===== config.mk =====
export PLATFORM = sky130hd
export DESIGN_NAME = stream_replace_first_match
export DESIGN_NICKNAME = d
export VERILOG_FILES = /design/src/rtl/srfm_pkg.sv /design/src/rtl/srfm_queue.sv /design/src/rtl/srfm_front.sv /design/src/rtl/srfm_back.sv /design/src/rtl/stream_replace_first_match.sv
export VERILOG_INCLUDE_DIRS = /design/src /design/src/rtl
export SDC_FILE = /design/constraint.sdc
export NUM_CORES = 1
export LEC_CHECK = 0
export BUFFER_PORTS_ARGS = -buffer_cell sky130_fd_sc_hd__buf_2
export CAP_MARGIN = 20
export CORE_MARGIN = 10
export CORE_UTILIZATION = 44
export DETAILED_ROUTE_END_ITERATION = 10
export PLACE_DENSITY_LB_ADDON = 0.05
export SLEW_MARGIN = 20
export SYNTH_ARGS = -nofsm -noshare
export SYNTH_HDL_FRONTEND = slang
export SYNTH_HIERARCHICAL = 1
export SYNTH_SLANG_ARGS = --single-unit
export TNS_END_PERCENT = 1

===== constraint.sdc =====
create_clock -name i_clk -period 15.4 [get_ports i_clk]
set_input_delay 1.54 -clock i_clk [delete_from_list [all_inputs] [get_ports i_clk]]
set_output_delay 1.54 -clock i_clk [all_outputs]
set_load 0.02 [all_outputs]

===== src/rtl/stream_replace_first_match_defines.svh =====
// assertion macros for the stream_replace_first_match block
// expects i_clk and i_rst_n in the scope where a macro is used
`ifndef STREAM_REPLACE_FIRST_MATCH_DEFINES_SVH
`define STREAM_REPLACE_FIRST_MATCH_DEFINES_SVH

// same-cycle implication, checked outside reset
`define SRFM_ASSERT_IMP(label, ante, cons) \
    label: assert property (@(posedge i_clk) disable iff (!i_rst_n) (ante) |-> (cons)) \
        else $error("srfm check failed");

// next-cycle implication, checked outside reset
`define SRFM_ASSERT_NEXT(label, ante, cons) \
    label: assert property (@(posedge i_clk) disable iff (!i_rst_n) (ante) |=> (cons)) \
        else $error("srfm check failed");

`endif


===== src/rtl/srfm_pkg.sv =====
// shared types and constants of the stream_replace_first_match block
// no dependencies
package srfm_pkg;

    localparam int CNT_W     = 4;
    localparam int CFG_IDX_W = 8;
    localparam int CFG_DAT_W = 64;
    localparam int RB_IW     = 3;
    localparam int QUEUE_DEPTH = 4;

    localparam logic [CFG_IDX_W-1:0] REG_PATTERN_BYTES      = CFG_IDX_W'(0);
    localparam logic [CFG_IDX_W-1:0] REG_PATTERN_LENGTH     = CFG_IDX_W'(1);
    localparam logic [CFG_IDX_W-1:0] REG_REPLACEMENT_BYTES  = CFG_IDX_W'(2);
    localparam logic [CFG_IDX_W-1:0] REG_REPLACEMENT_LENGTH = CFG_IDX_W'(3);

    typedef struct packed {
        logic [7:0] char_byte;
        logic       line_end;
    } t_in_item;

    typedef struct packed {
        logic [7:0] out_byte;
        logic       has_byte;
        logic       out_line_end;
        logic       run_last;
    } t_out_item;

    // what one input beat asks of the back end
    typedef struct packed {
        logic [CNT_W-1:0] pop_count;
        logic             rep;
        logic             line_end;
    } t_cmd_ctl;

    function automatic logic [CNT_W-1:0] sat_len(input logic [CNT_W-1:0] len,
                                                 input logic [CNT_W-1:0] max_len);
        sat_len = (len > max_len) ? max_len : len;
    endfunction

endpackage


===== src/rtl/srfm_queue.sv =====
// small register queue carrying commands from the front end to the back end
// no package dependencies
module srfm_queue #(
    parameter int WIDTH = 8,
    parameter int DEPTH = 4
) (
    input  logic             i_clk,
    input  logic             i_rst_n,
    input  logic             i_push,
    input  logic [WIDTH-1:0] i_data,
    input  logic             i_pop,
    output logic [WIDTH-1:0] o_data,
    output logic             o_nempty,
    output logic             o_full
);

    localparam int PTR_W = (DEPTH > 1) ? $clog2(DEPTH) : 1;
    localparam int CNT_QW = $clog2(DEPTH + 1);
    localparam logic [CNT_QW-1:0] DEPTH_C = CNT_QW'(DEPTH);
    localparam logic [PTR_W-1:0]  LAST_C  = PTR_W'(DEPTH - 1);

    logic [WIDTH-1:0]  r_mem [DEPTH];
    logic [PTR_W-1:0]  r_wr, r_rd;
    logic [CNT_QW-1:0] r_count;
    logic              do_push, do_pop;

    assign do_push  = i_push && !o_full;
    assign do_pop   = i_pop && o_nempty;
    assign o_full   = (r_count == DEPTH_C);
    assign o_nempty = (r_count != '0);
    assign o_data   = r_mem[r_rd];

    always_ff @(posedge i_clk) begin
        if (!i_rst_n) begin
            r_wr    <= '0;
            r_rd    <= '0;
            r_count <= '0;
        end else begin
            if (do_push) begin
                r_wr <= (r_wr == LAST_C) ? '0 : r_wr + PTR_W'(1);
            end
            if (do_pop) begin
                r_rd <= (r_rd == LAST_C) ? '0 : r_rd + PTR_W'(1);
            end
            if (do_push && !do_pop) begin
                r_count <= r_count + CNT_QW'(1);
            end else if (do_pop && !do_push) begin
                r_count <= r_count - CNT_QW'(1);
            end
        end
    end

    always_ff @(posedge i_clk) begin
        if (do_push) begin
            r_mem[r_wr] <= i_data;
        end
    end

endmodule


===== src/rtl/srfm_front.sv =====
// front end: sliding window, pattern compare, per-beat command generation
// depends on srfm_pkg
module srfm_front import srfm_pkg::*; #(
    parameter int MAX_PATTERN = 8
) (
    input  logic                     i_clk,
    input  logic                     i_rst_n,
    input  logic                     i_accept,
    input  t_in_item                 i_item,
    input  logic [CFG_DAT_W-1:0]     i_pattern_bytes,
    input  logic [CNT_W-1:0]         i_pattern_length,
    output t_cmd_ctl                 o_cmd_ctl,
    output logic [MAX_PATTERN*8-1:0] o_cmd_win
);

    localparam int WIN_W = MAX_PATTERN * 8;
    localparam logic [CNT_W-1:0] DEPTH_C = CNT_W'(MAX_PATTERN);

    logic [WIN_W-1:0]    r_win, n_win;
    logic [WIN_W-1:0]    snap;
    logic [WIN_W+15:0]   snap_ext;
    logic [CNT_W-1:0]    r_fill, n_fill;
    logic                r_done, n_done;
    logic [CNT_W-1:0]    plen, fill1, target, pops;
    logic                rep_start, rep_match, done1, room, match;

    always_comb begin
        plen      = sat_len(i_pattern_length, DEPTH_C);
        rep_start = (plen == '0) && !r_done && (r_fill == '0);
        done1     = r_done || rep_start;
        room      = (r_fill < DEPTH_C);

        // window with the new character placed behind the held ones
        for (int i = 0; i < MAX_PATTERN; i++) begin
            if (room && r_fill == CNT_W'(i)) begin
                snap[i*8 +: 8] = i_item.char_byte;
            end else begin
                snap[i*8 +: 8] = r_win[i*8 +: 8];
            end
        end
        snap_ext = {16'b0, snap};
        fill1    = r_fill + CNT_W'(room);
        target   = done1 ? '0 : plen;

        match = 1'b1;
        for (int i = 0; i < MAX_PATTERN; i++) begin
            if (CNT_W'(i) < plen && snap[i*8 +: 8] != i_pattern_bytes[i*8 +: 8]) begin
                match = 1'b0;
            end
        end

        pops      = '0;
        rep_match = 1'b0;
        n_fill    = fill1;
        n_done    = done1;
        if (fill1 > target) begin
            // drain at most two held characters per beat
            pops   = (fill1 > target + CNT_W'(1)) ? CNT_W'(2) : CNT_W'(1);
            n_fill = fill1 - pops;
        end else if (fill1 == plen && !done1) begin
            if (match) begin
                rep_match = 1'b1;
                n_fill    = '0;
                n_done    = 1'b1;
            end else begin
                pops   = CNT_W'(1);
                n_fill = fill1 - CNT_W'(1);
            end
        end

        case (pops)
            CNT_W'(1): n_win = snap_ext[8 +: WIN_W];
            CNT_W'(2): n_win = snap_ext[16 +: WIN_W];
            default:   n_win = snap;
        endcase

        o_cmd_ctl.rep      = rep_start || rep_match;
        o_cmd_ctl.line_end = i_item.line_end;
        o_cmd_win          = snap;
        if (i_item.line_end) begin
            // line end flushes whatever is still held
            o_cmd_ctl.pop_count = rep_match ? '0 : fill1;
            n_fill              = '0;
            n_done              = 1'b0;
        end else begin
            o_cmd_ctl.pop_count = pops;
        end
    end

    always_ff @(posedge i_clk) begin
        if (!i_rst_n) begin
            r_fill <= '0;
            r_done <= 1'b0;
        end else if (i_accept) begin
            r_fill <= n_fill;
            r_done <= n_done;
        end
    end

    always_ff @(posedge i_clk) begin
        if (i_accept) begin
            r_win <= n_win;
        end
    end

endmodule


===== src/rtl/srfm_back.sv =====
// back end: walks one command per beat into results, output register
// depends on srfm_pkg
module srfm_back import srfm_pkg::*; #(
    parameter int MAX_PATTERN     = 8,
    parameter int MAX_REPLACEMENT = 8
) (
    input  logic                     i_clk,
    input  logic                     i_rst_n,
    input  logic                     i_head_valid,
    input  t_cmd_ctl                 i_head_ctl,
    input  logic [MAX_PATTERN*8-1:0] i_head_win,
    input  logic [CFG_DAT_W-1:0]     i_replacement_bytes,
    input  logic [CNT_W-1:0]         i_replacement_length,
    output logic                     o_pop,
    input  logic                     i_out_stall,
    output logic                     o_out_valid,
    output t_out_item                o_out_item
);

    localparam int WIN_IW = (MAX_PATTERN > 1) ? $clog2(MAX_PATTERN) : 1;
    localparam logic [CNT_W-1:0] RMAX_C = CNT_W'(MAX_REPLACEMENT);

    logic             r_out_valid, n_out_valid;
    t_out_item        r_out, n_out;
    logic [CNT_W-1:0] r_idx, n_idx;
    logic [CNT_W-1:0] rep_len, win_idx;
    logic [CNT_W:0]   total;
    logic             out_adv, is_last, in_rep;
    logic [7:0]       sel_byte;

    assign rep_len  = i_head_ctl.rep ? sat_len(i_replacement_length, RMAX_C) : '0;
    assign total    = {1'b0, rep_len} + {1'b0, i_head_ctl.pop_count};
    assign out_adv  = !r_out_valid || !i_out_stall;
    assign is_last  = ({1'b0, r_idx} + (CNT_W+1)'(1)) == total;
    assign in_rep   = r_idx < rep_len;
    assign win_idx  = r_idx - rep_len;
    assign sel_byte = in_rep ? i_replacement_bytes[r_idx[RB_IW-1:0]*8 +: 8]
                             : i_head_win[win_idx[WIN_IW-1:0]*8 +: 8];

    always_comb begin
        n_idx       = r_idx;
        n_out_valid = r_out_valid && i_out_stall;
        n_out       = r_out;
        o_pop       = 1'b0;
        if (i_head_valid && out_adv) begin
            if (total == '0) begin
                // nothing to emit, except a bare line end
                o_pop = 1'b1;
                if (i_head_ctl.line_end) begin
                    n_out_valid        = 1'b1;
                    n_out.out_byte     = 8'd0;
                    n_out.has_byte     = 1'b0;
                    n_out.out_line_end = 1'b1;
                    n_out.run_last     = 1'b1;
                end
            end else begin
                n_out_valid        = 1'b1;
                n_out.out_byte     = sel_byte;
                n_out.has_byte     = 1'b1;
                n_out.out_line_end = is_last && i_head_ctl.line_end;
                n_out.run_last     = is_last;
                if (is_last) begin
                    o_pop = 1'b1;
                    n_idx = '0;
                end else begin
                    n_idx = r_idx + CNT_W'(1);
                end
            end
        end
    end

    always_ff @(posedge i_clk) begin
        if (!i_rst_n) begin
            r_out_valid <= 1'b0;
            r_idx       <= '0;
        end else begin
            r_out_valid <= n_out_valid;
            r_idx       <= n_idx;
        end
    end

    always_ff @(posedge i_clk) begin
        r_out <= n_out;
    end

    assign o_out_valid = r_out_valid;
    assign o_out_item  = r_out;

endmodule


===== src/rtl/stream_replace_first_match.sv =====
// top level: config registers, front end, command queue, back end
// depends on srfm_pkg, srfm_queue, srfm_front, srfm_back and the defines header
//
//  channel   direction  handshake                 beat
//  in        input      i_in_valid / o_in_stall   t_in_item (char_byte, line_end)
//  out       output     o_out_valid / i_out_stall t_out_item (4 fields)
//  cfg       input      i_cfg_valid / o_cfg_ready i_cfg_index, i_cfg_data
//
// one input beat per cycle when each beat yields at most one result and i_out_stall is low
// a beat with n results holds the back end until all n have gone out; the 4-entry
// command queue lets the input keep flowing meanwhile, and o_in_stall rises only
// when that queue is full
// synchronous active-low reset clears control state and all config registers
`include "stream_replace_first_match_defines.svh"

module stream_replace_first_match import srfm_pkg::*; #(
    parameter int MAX_PATTERN     = 8,
    parameter int MAX_REPLACEMENT = 8
) (
    input  logic                 i_clk,
    input  logic                 i_rst_n,
    input  logic                 i_in_valid,
    output logic                 o_in_stall,
    input  t_in_item             i_in_item,
    output logic                 o_out_valid,
    input  logic                 i_out_stall,
    output t_out_item            o_out_item,
    input  logic                 i_cfg_valid,
    output logic                 o_cfg_ready,
    input  logic [CFG_IDX_W-1:0] i_cfg_index,
    input  logic [CFG_DAT_W-1:0] i_cfg_data
);

    localparam int WIN_W = MAX_PATTERN * 8;
    localparam int Q_W   = $bits(t_cmd_ctl) + WIN_W;

    logic [CFG_DAT_W-1:0] r_pattern_bytes, r_replacement_bytes;
    logic [CNT_W-1:0]     r_pattern_length, r_replacement_length;

    logic             in_accept, cfg_we;
    t_cmd_ctl         cmd_ctl, head_ctl;
    logic [WIN_W-1:0] cmd_win, head_win;
    logic [Q_W-1:0]   head_data;
    logic             q_nempty, q_full, q_pop;

    assign o_cfg_ready = 1'b1;
    assign cfg_we      = i_cfg_valid && o_cfg_ready;
    assign o_in_stall  = q_full;
    assign in_accept   = i_in_valid && !q_full;

    always_ff @(posedge i_clk) begin
        if (!i_rst_n) begin
            r_pattern_bytes      <= '0;
            r_pattern_length     <= '0;
            r_replacement_bytes  <= '0;
            r_replacement_length <= '0;
        end else if (cfg_we) begin
            case (i_cfg_index)
                REG_PATTERN_BYTES:      r_pattern_bytes      <= i_cfg_data;
                REG_PATTERN_LENGTH:     r_pattern_length     <= i_cfg_data[CNT_W-1:0];
                REG_REPLACEMENT_BYTES:  r_replacement_bytes  <= i_cfg_data;
                REG_REPLACEMENT_LENGTH: r_replacement_length <= i_cfg_data[CNT_W-1:0];
                default: ;
            endcase
        end
    end

    srfm_front #(
        .MAX_PATTERN (MAX_PATTERN)
    ) u_front (
        .i_clk            (i_clk),
        .i_rst_n          (i_rst_n),
        .i_accept         (in_accept),
        .i_item           (i_in_item),
        .i_pattern_bytes  (r_pattern_bytes),
        .i_pattern_length (r_pattern_length),
        .o_cmd_ctl        (cmd_ctl),
        .o_cmd_win        (cmd_win)
    );

    srfm_queue #(
        .WIDTH (Q_W),
        .DEPTH (QUEUE_DEPTH)
    ) u_queue (
        .i_clk    (i_clk),
        .i_rst_n  (i_rst_n),
        .i_push   (in_accept),
        .i_data   ({cmd_ctl, cmd_win}),
        .i_pop    (q_pop),
        .o_data   (head_data),
        .o_nempty (q_nempty),
        .o_full   (q_full)
    );

    assign head_ctl = head_data[Q_W-1 -: $bits(t_cmd_ctl)];
    assign head_win = head_data[WIN_W-1:0];

    srfm_back #(
        .MAX_PATTERN     (MAX_PATTERN),
        .MAX_REPLACEMENT (MAX_REPLACEMENT)
    ) u_back (
        .i_clk                (i_clk),
        .i_rst_n              (i_rst_n),
        .i_head_valid         (q_nempty),
        .i_head_ctl           (head_ctl),
        .i_head_win           (head_win),
        .i_replacement_bytes  (r_replacement_bytes),
        .i_replacement_length (r_replacement_length),
        .o_pop                (q_pop),
        .i_out_stall          (i_out_stall),
        .o_out_valid          (o_out_valid),
        .o_out_item           (o_out_item)
    );

    // a beat without a character is always a closing line end
    `SRFM_ASSERT_IMP(a_bare_is_line_end, o_out_valid && !o_out_item.has_byte,
        o_out_item.out_line_end && o_out_item.run_last)
    // line end closes the run of its input beat
    `SRFM_ASSERT_IMP(a_line_end_closes_run, o_out_valid && o_out_item.out_line_end,
        o_out_item.run_last)
    // back end never consumes a command that is not there
    `SRFM_ASSERT_IMP(a_pop_has_head, q_pop, q_nempty)
    // queue stays empty until the front end pushes
    `SRFM_ASSERT_NEXT(a_empty_holds, !q_nempty && !in_accept, !q_nempty)

endmodule

=== Word-level counts from Yosys, hierarchy flattened ===
Memory sizes are Yosys's and may differ from the RTL's. A register that Yosys moved wholly into a read port is not among the register bits.
Index checks and enable logic that the tools add are counted.

* Equality and inequality tests: 26
* Reduce and logical (&&, ||, !) cells: 49
* Mux-type cells: 56
* Shift operators: 2
* Add/sub/neg operators: 12
* Bitwise logic cells: 1
* $lt $le $gt $ge: 14

{| class="wikitable"
|+ Operators by type and width
! cell !! number
|-
| case mux 64 bit (2 select lines) || 1
|-
| indexed part select 64 x 7 -> 8 bit || 2
|-
| two-way mux 8 bit || 9
|-
| inequality test 8 bit || 8
|-
| two-way mux 4 bit || 13
|-
| logical AND 1 bit || 27
|-
| two-way mux 1 bit || 24
|-
| two-way mux 11 bit || 2
|-
| == test 4 x 3 -> 1 bit, second input constant || 4
|-
| == test 8 x 2 -> 1 bit, second input constant || 2
|-
| < comparator 3 x 4 -> 1 bit, first input constant || 4
|-
| == test 4 x 2 -> 1 bit, second input constant || 3
|-
| AND reduction 2 bit || 6
|-
| two-way mux 2 bit || 5
|-
| adder 4 x 1 -> 4 bit, second input constant || 2
|-
| == test 4 x 1 -> 1 bit, second input constant || 2
|-
| == test 8 x 1 -> 1 bit, second input constant || 1
|-
| > comparator 4 bit || 2
|-
| > comparator 4 bit, second input constant || 2
|-
| zero test 4 bit || 2
|-
| zero test 8 bit || 1
|-
| < comparator 1 x 4 -> 1 bit, first input constant || 2
|-
| < comparator 2 x 4 -> 1 bit, first input constant || 2
|-
| zero test 1 bit || 7
|-
| 22 further kinds || 27
|}

* Input port bits: 86
* Bits in registers: 228
* Output and inout bits: 14
* RAM bits: 280
* Memories: 1

{| class="wikitable"
|+ Memories
! memory !! words !! bits a word !! rd ports !! clocked after Yosys merged registers in !! wr ports !! line !! RTL
|-
| u_queue.r_mem || 4 || 70 || 1 || 1 || 1 || srfm_queue.sv:22 || <nowiki>logic [WIDTH-1:0] r_mem [DEPTH];</nowiki>
|}

=== Depth between registers and ports, before layout ===
* Depth after elaboration: 18
* Depth in mapped cells: 20

=== Hierarchy ===
The synthesis kept the hierarchy.

{| class="wikitable"
|+ By module, submodules not included
! module !! cells an instance !! area each (µm²) !! instances
|-
| srfm_queue || 417 || 10656.5 || 1
|-
| srfm_front || 713 || 6468.7 || 1
|-
| stream_replace_first_match || 517 || 5203.7 || 1
|-
| srfm_back || 172 || 2039.5 || 1
|}

=== Worst setup path after synthesis ===
Ideal clock, no wire load.

* Kind: input port to flip-flop
* From: input i_in_valid
* To: memory u_queue/r_mem[0][0] (netlist name), enable pin
* Data required time: 14.964 ns
* Library setup time: 0.436 ns
* Setup slack: 8.291 ns
* Stages on the path: 4
* Data arrival time: 6.673 ns
* Cell sequence: nor2b_1 nor2b_1 buf_2 and2_1

* Longest elaborated chain between the ends: 4

{| class="wikitable"
|+ RTL lines
! what !! line !! RTL
|-
| from (decl) || stream_replace_first_match.sv:22 || <nowiki>input logic i_in_valid,</nowiki>
|-
| logical AND 1 bit || stream_replace_first_match.sv:49 || <nowiki>assign in_accept = i_in_valid && !q_full;</nowiki>
|-
| logical AND 1 bit || srfm_queue.sv:27 || <nowiki>assign do_push = i_push && !o_full;</nowiki>
|-
| net u_queue.do_push || srfm_queue.sv:25 || <nowiki>logic do_push, do_pop;</nowiki>
|-
| two-way mux 1 bit || srfm_queue.sv:54 || <nowiki>if (do_push) begin</nowiki>
|-
| two-way mux 1 bit (not written as such) || srfm_queue.sv:55 || <nowiki>r_mem[r_wr] <= i_data;</nowiki>
|-
| to (decl) || srfm_queue.sv:22 ||
|}

The timed path passes the listed nets, and every way through them passes these cells.

==> out/results.txt <==
DR pass1 iterations = 7
initial antenna violation count = 4
critical path buffer and inverter count = 2
Pint = 3.41 mW
switching share of total power = 0.358
Avg Cell Area, Syn = 13.4 µm²
Clock Skew = 0.0213 ns
most frequent cell after synthesis = edfxtp_1
Worst-Margin Slew = 1.05 ns
biggest area consumer among synthesized cells = edfxtp_1
post-synth top area share = 0.437
most frequent cells after synthesis = edfxtp_1, nand2_1, mux2i_1
Starting Density = 0.443
post-synth cell types = 92
Final min period = 4.75 ns
Post-CTS Setup Repair Bufs = 0
DR vias/cell = 5.78
placed instance count = 2,577
Ports = 100
Hold Path Sink = r_replacement_length[0]$_SDFFE_PN0P_
status = finished, final reports clean
Max-cap violations = 0
Hold Startpoint = r_replacement_length[0]$_SDFFE_PN0P_
antenna cells = 0
routed wire length = 70.5 mm
area of the core = 55,000 µm²
Port-buffer cells = 98
Worst-Skew Late Latency = 0.62 ns
crit path cell chain = inv_1 -> ha_1 -> ha_1 -> ha_1 -> nor2b_1 -> o21a_1 -> o21a_1 -> o21a_1 -> buf_4 -> nor2_1 -> nand4b_1 -> a31o_2
Max stage delay on crit path = 0.70 ns
CTS tree = built
nets@finish = 2,004
Synthesis Warnings = 6
first-pass GRT wire length = 104 mm
die width = 255 µm
vias in the first global route = 15,500
Post-synth EDFFs = 355
Syn-to-layout area delta = 10.7%
Rel. slew slack = 0.303
Remaining DRCs = 0
Worst path slowest cell = dfxtp_1
Hold Crit Depth = 2
final worst slack = 10.65 ns
sequential share of the synthesized area = 0.565
Max Fclk = 0.210 GHz
Clock Power Share = 0.242
fraction of layout cells with a size suffix above 1 = 0.181
wire per inst = 26.3 µm
Critical Path AT = 5.10 ns
WS Path Type = register to register
Sum Neg Setup Slack = 0 ns
Synth async-reset ratio = 0
WP data required = 15.74 ns
FP Rows = 86
syn_nets = 1,937
R2R setup slack = 10.65 ns
Clock Path Buffers = 3
Seq pwr share = 0.399
via count = 15,500
Gate Count Post-Synth = 1,819
cts-stage hold buffer count = 0
synth top area cells = edfxtp_1, dfxtp_1, mux4_2, mux2i_1, nand2_1
RSZ-0062 raised after global routing = no
fin crit share = 0.309
largest net degree at the start of global routing = 134
Fin. Hold Viols = 0
Num Clock Sinks = 510
crit end category = register
Synth Flop Type = edfxtp_1
post_cts resized = 0
worst r2r path cells = 12
DIE AREA = 65,200 µm²
Overall Global Routing Usage = 0.212
Reg clk slew, reported paths = 0.07 ns
final estimated routing congestion in global placement = 0.895
CTS Buf Count = 55
Starting DRT DRC Count = 1,729
Overflow after GRT = 0
R2R Path End = u_queue/r_mem[1][67]$_DFFE_PP_
Critical Path Fanout Max = 42
ANT nets after route = 0
Synth Register Bits = 510
delay-heaviest family, CP = adder cells
Critical R2R Launch = u_front/r_fill[3]$_SDFFE_PN0P_
Final Max Slew Viols = 0
mapped cell area = 24,400 µm²
Vert. Die Dim = 255 µm
sw power = 1.90 mW
Logic pwr share = 0.359
Root Buffer = clkbuf_16
pwr/cell area = 197 nW/µm²
peak supply drop = 0.154 mV
final setup fails = 0
CP startpoint kind = register
HP Class = register to register
Leakage = 9.72 nW
dpl hpwl = 49.2 mm
pre-CTS WS = 10.32 ns
H-Tree Depth = 2
fin cells = 2,680
==> worst reg2reg max path: cells and delay by family, from the launching register on <==
kind            cells  cell delay, ns
buf+inv             2            0.38
fa+ha+maj           3            1.28
simple gates        3            1.12
compound gates      4            0.99
flops               1            0.70
==> sequential cells by signal (all words and copies together), names as in the netlist, 3 cells and up, named ones only <==
signal,flops
r_replacement_length,4
u_queue/r_count,3
r_replacement_bytes,64
u_front/r_fill,4
r_pattern_length,4
u_front/r_win,64
r_pattern_bytes,64
u_back/o_out_item,11
u_queue/r_mem,280
u_back/r_idx,4
==> power by group through the flow <==
stage	combinational, mW	sequential (mW)	clock [mW]
floorplan	1.34	2.11	0
global placement	1.87	2.14	0
detailed placement	1.90	2.15	0
CTS	1.91	2.12	1.32
global route	2.07	2.14	1.37
finish	1.91	2.12	1.29
==> stage by stage <==
step	hold slack [ns]	area (µm²)	power, mW	utilization
after global placement	0.443	25200	4.01	0.459
after detailed placement	0.450	25200	4.04	0.459
final	0.452	27000	5.32	0.491
after global routing	0.474	27000	5.58	0.491
after CTS	0.458	27000	5.34	0.490
after floorplan	0.434	24400	3.45	-
==> placed cells by master, fill, tap and decap left out, types with 6 or more instances in the layout <==
cell,Yosys,layout
clkbuf_1,42,9
nand2_1,264,264
a221oi_1,11,11
nor2b_1,24,22
edfxtp_1,355,355
buf_2,32,97
a211oi_1,18,18
dfxtp_1,155,153
clkinv_1,0,16
a222oi_1,46,46
xnor2_1,48,48
nor4_1,26,26
a21oi_1,31,30
nand3_1,16,16
nand4b_1,6,6
nand4_1,13,13
clkbuf_16,0,57
mux2i_1,191,191
clkinv_2,0,11
nor2_1,38,38
buf_4,11,29
ha_1,28,27
o221ai_1,7,7
xor2_1,43,43
inv_1,115,115
nor3_1,8,7
o21a_1,7,7
a22o_1,8,8
o21ai_0,37,36
mux4_2,102,102
==> worst max-delay path by stage <==
| stage | startpoint | end | slack, ns | cells after the start |
|---|---|---|---|---|
| 2_1_floorplan | i_in_valid | u_queue/r_mem[0][0]$_DFFE_PP_ | 8.29 | 4 |
| 3_3_place_gp | i_in_item[2] | u_front/r_win[10]$_DFFE_PP_ | 10.36 | 12 |
| 3_5_place_dp | i_in_item[2] | u_front/r_win[12]$_DFFE_PP_ | 10.32 | 12 |
| 4_1_cts | register | u_queue/r_count[2]$_SDFFE_PN0P_ | 10.59 | 18 |
| 5_1_grt | register | u_queue/r_count[2]$_SDFFE_PN0P_ | 10.35 | 18 |
| 6_report | u_front/r_fill[3]$_SDFFE_PN0P_ | u_queue/r_mem[1][67]$_DFFE_PP_ | 10.65 | 12 |
==> layout make-up <==
class,count,area [µm²]
clock buffers,69,1500
clock inverters,34,246
fillers,4816,28000
inverters,116,435
multi-input cells,1075,9370
flip-flops and latches,510,13800
well taps,748,936
repair buffers,128,726
==> layer usage <==
metal | up-vias | share of wire | GRT usage
li1 | 6969 | - | -
met4 | 4 | 0.025 | 0.0635
met5 | - | 0.00038 | 0
met2 | 564 | 0.47 | 0.333
met3 | 113 | 0.065 | 0.0362
met1 | 7845 | 0.44 | 0.295
==> kinds of logic after synthesis <==
group                      synth area share
AOI/OAI and AO/OA                    0.0700
and+or+nand+nor                      0.0846
DFF                                   0.565
other                              0.000154
buffers and inverters                0.0527
xor gates and xnor gates             0.0353
adders and majority gates            0.0177
muxes                                 0.175
Power figures use the tool's default switching activity.
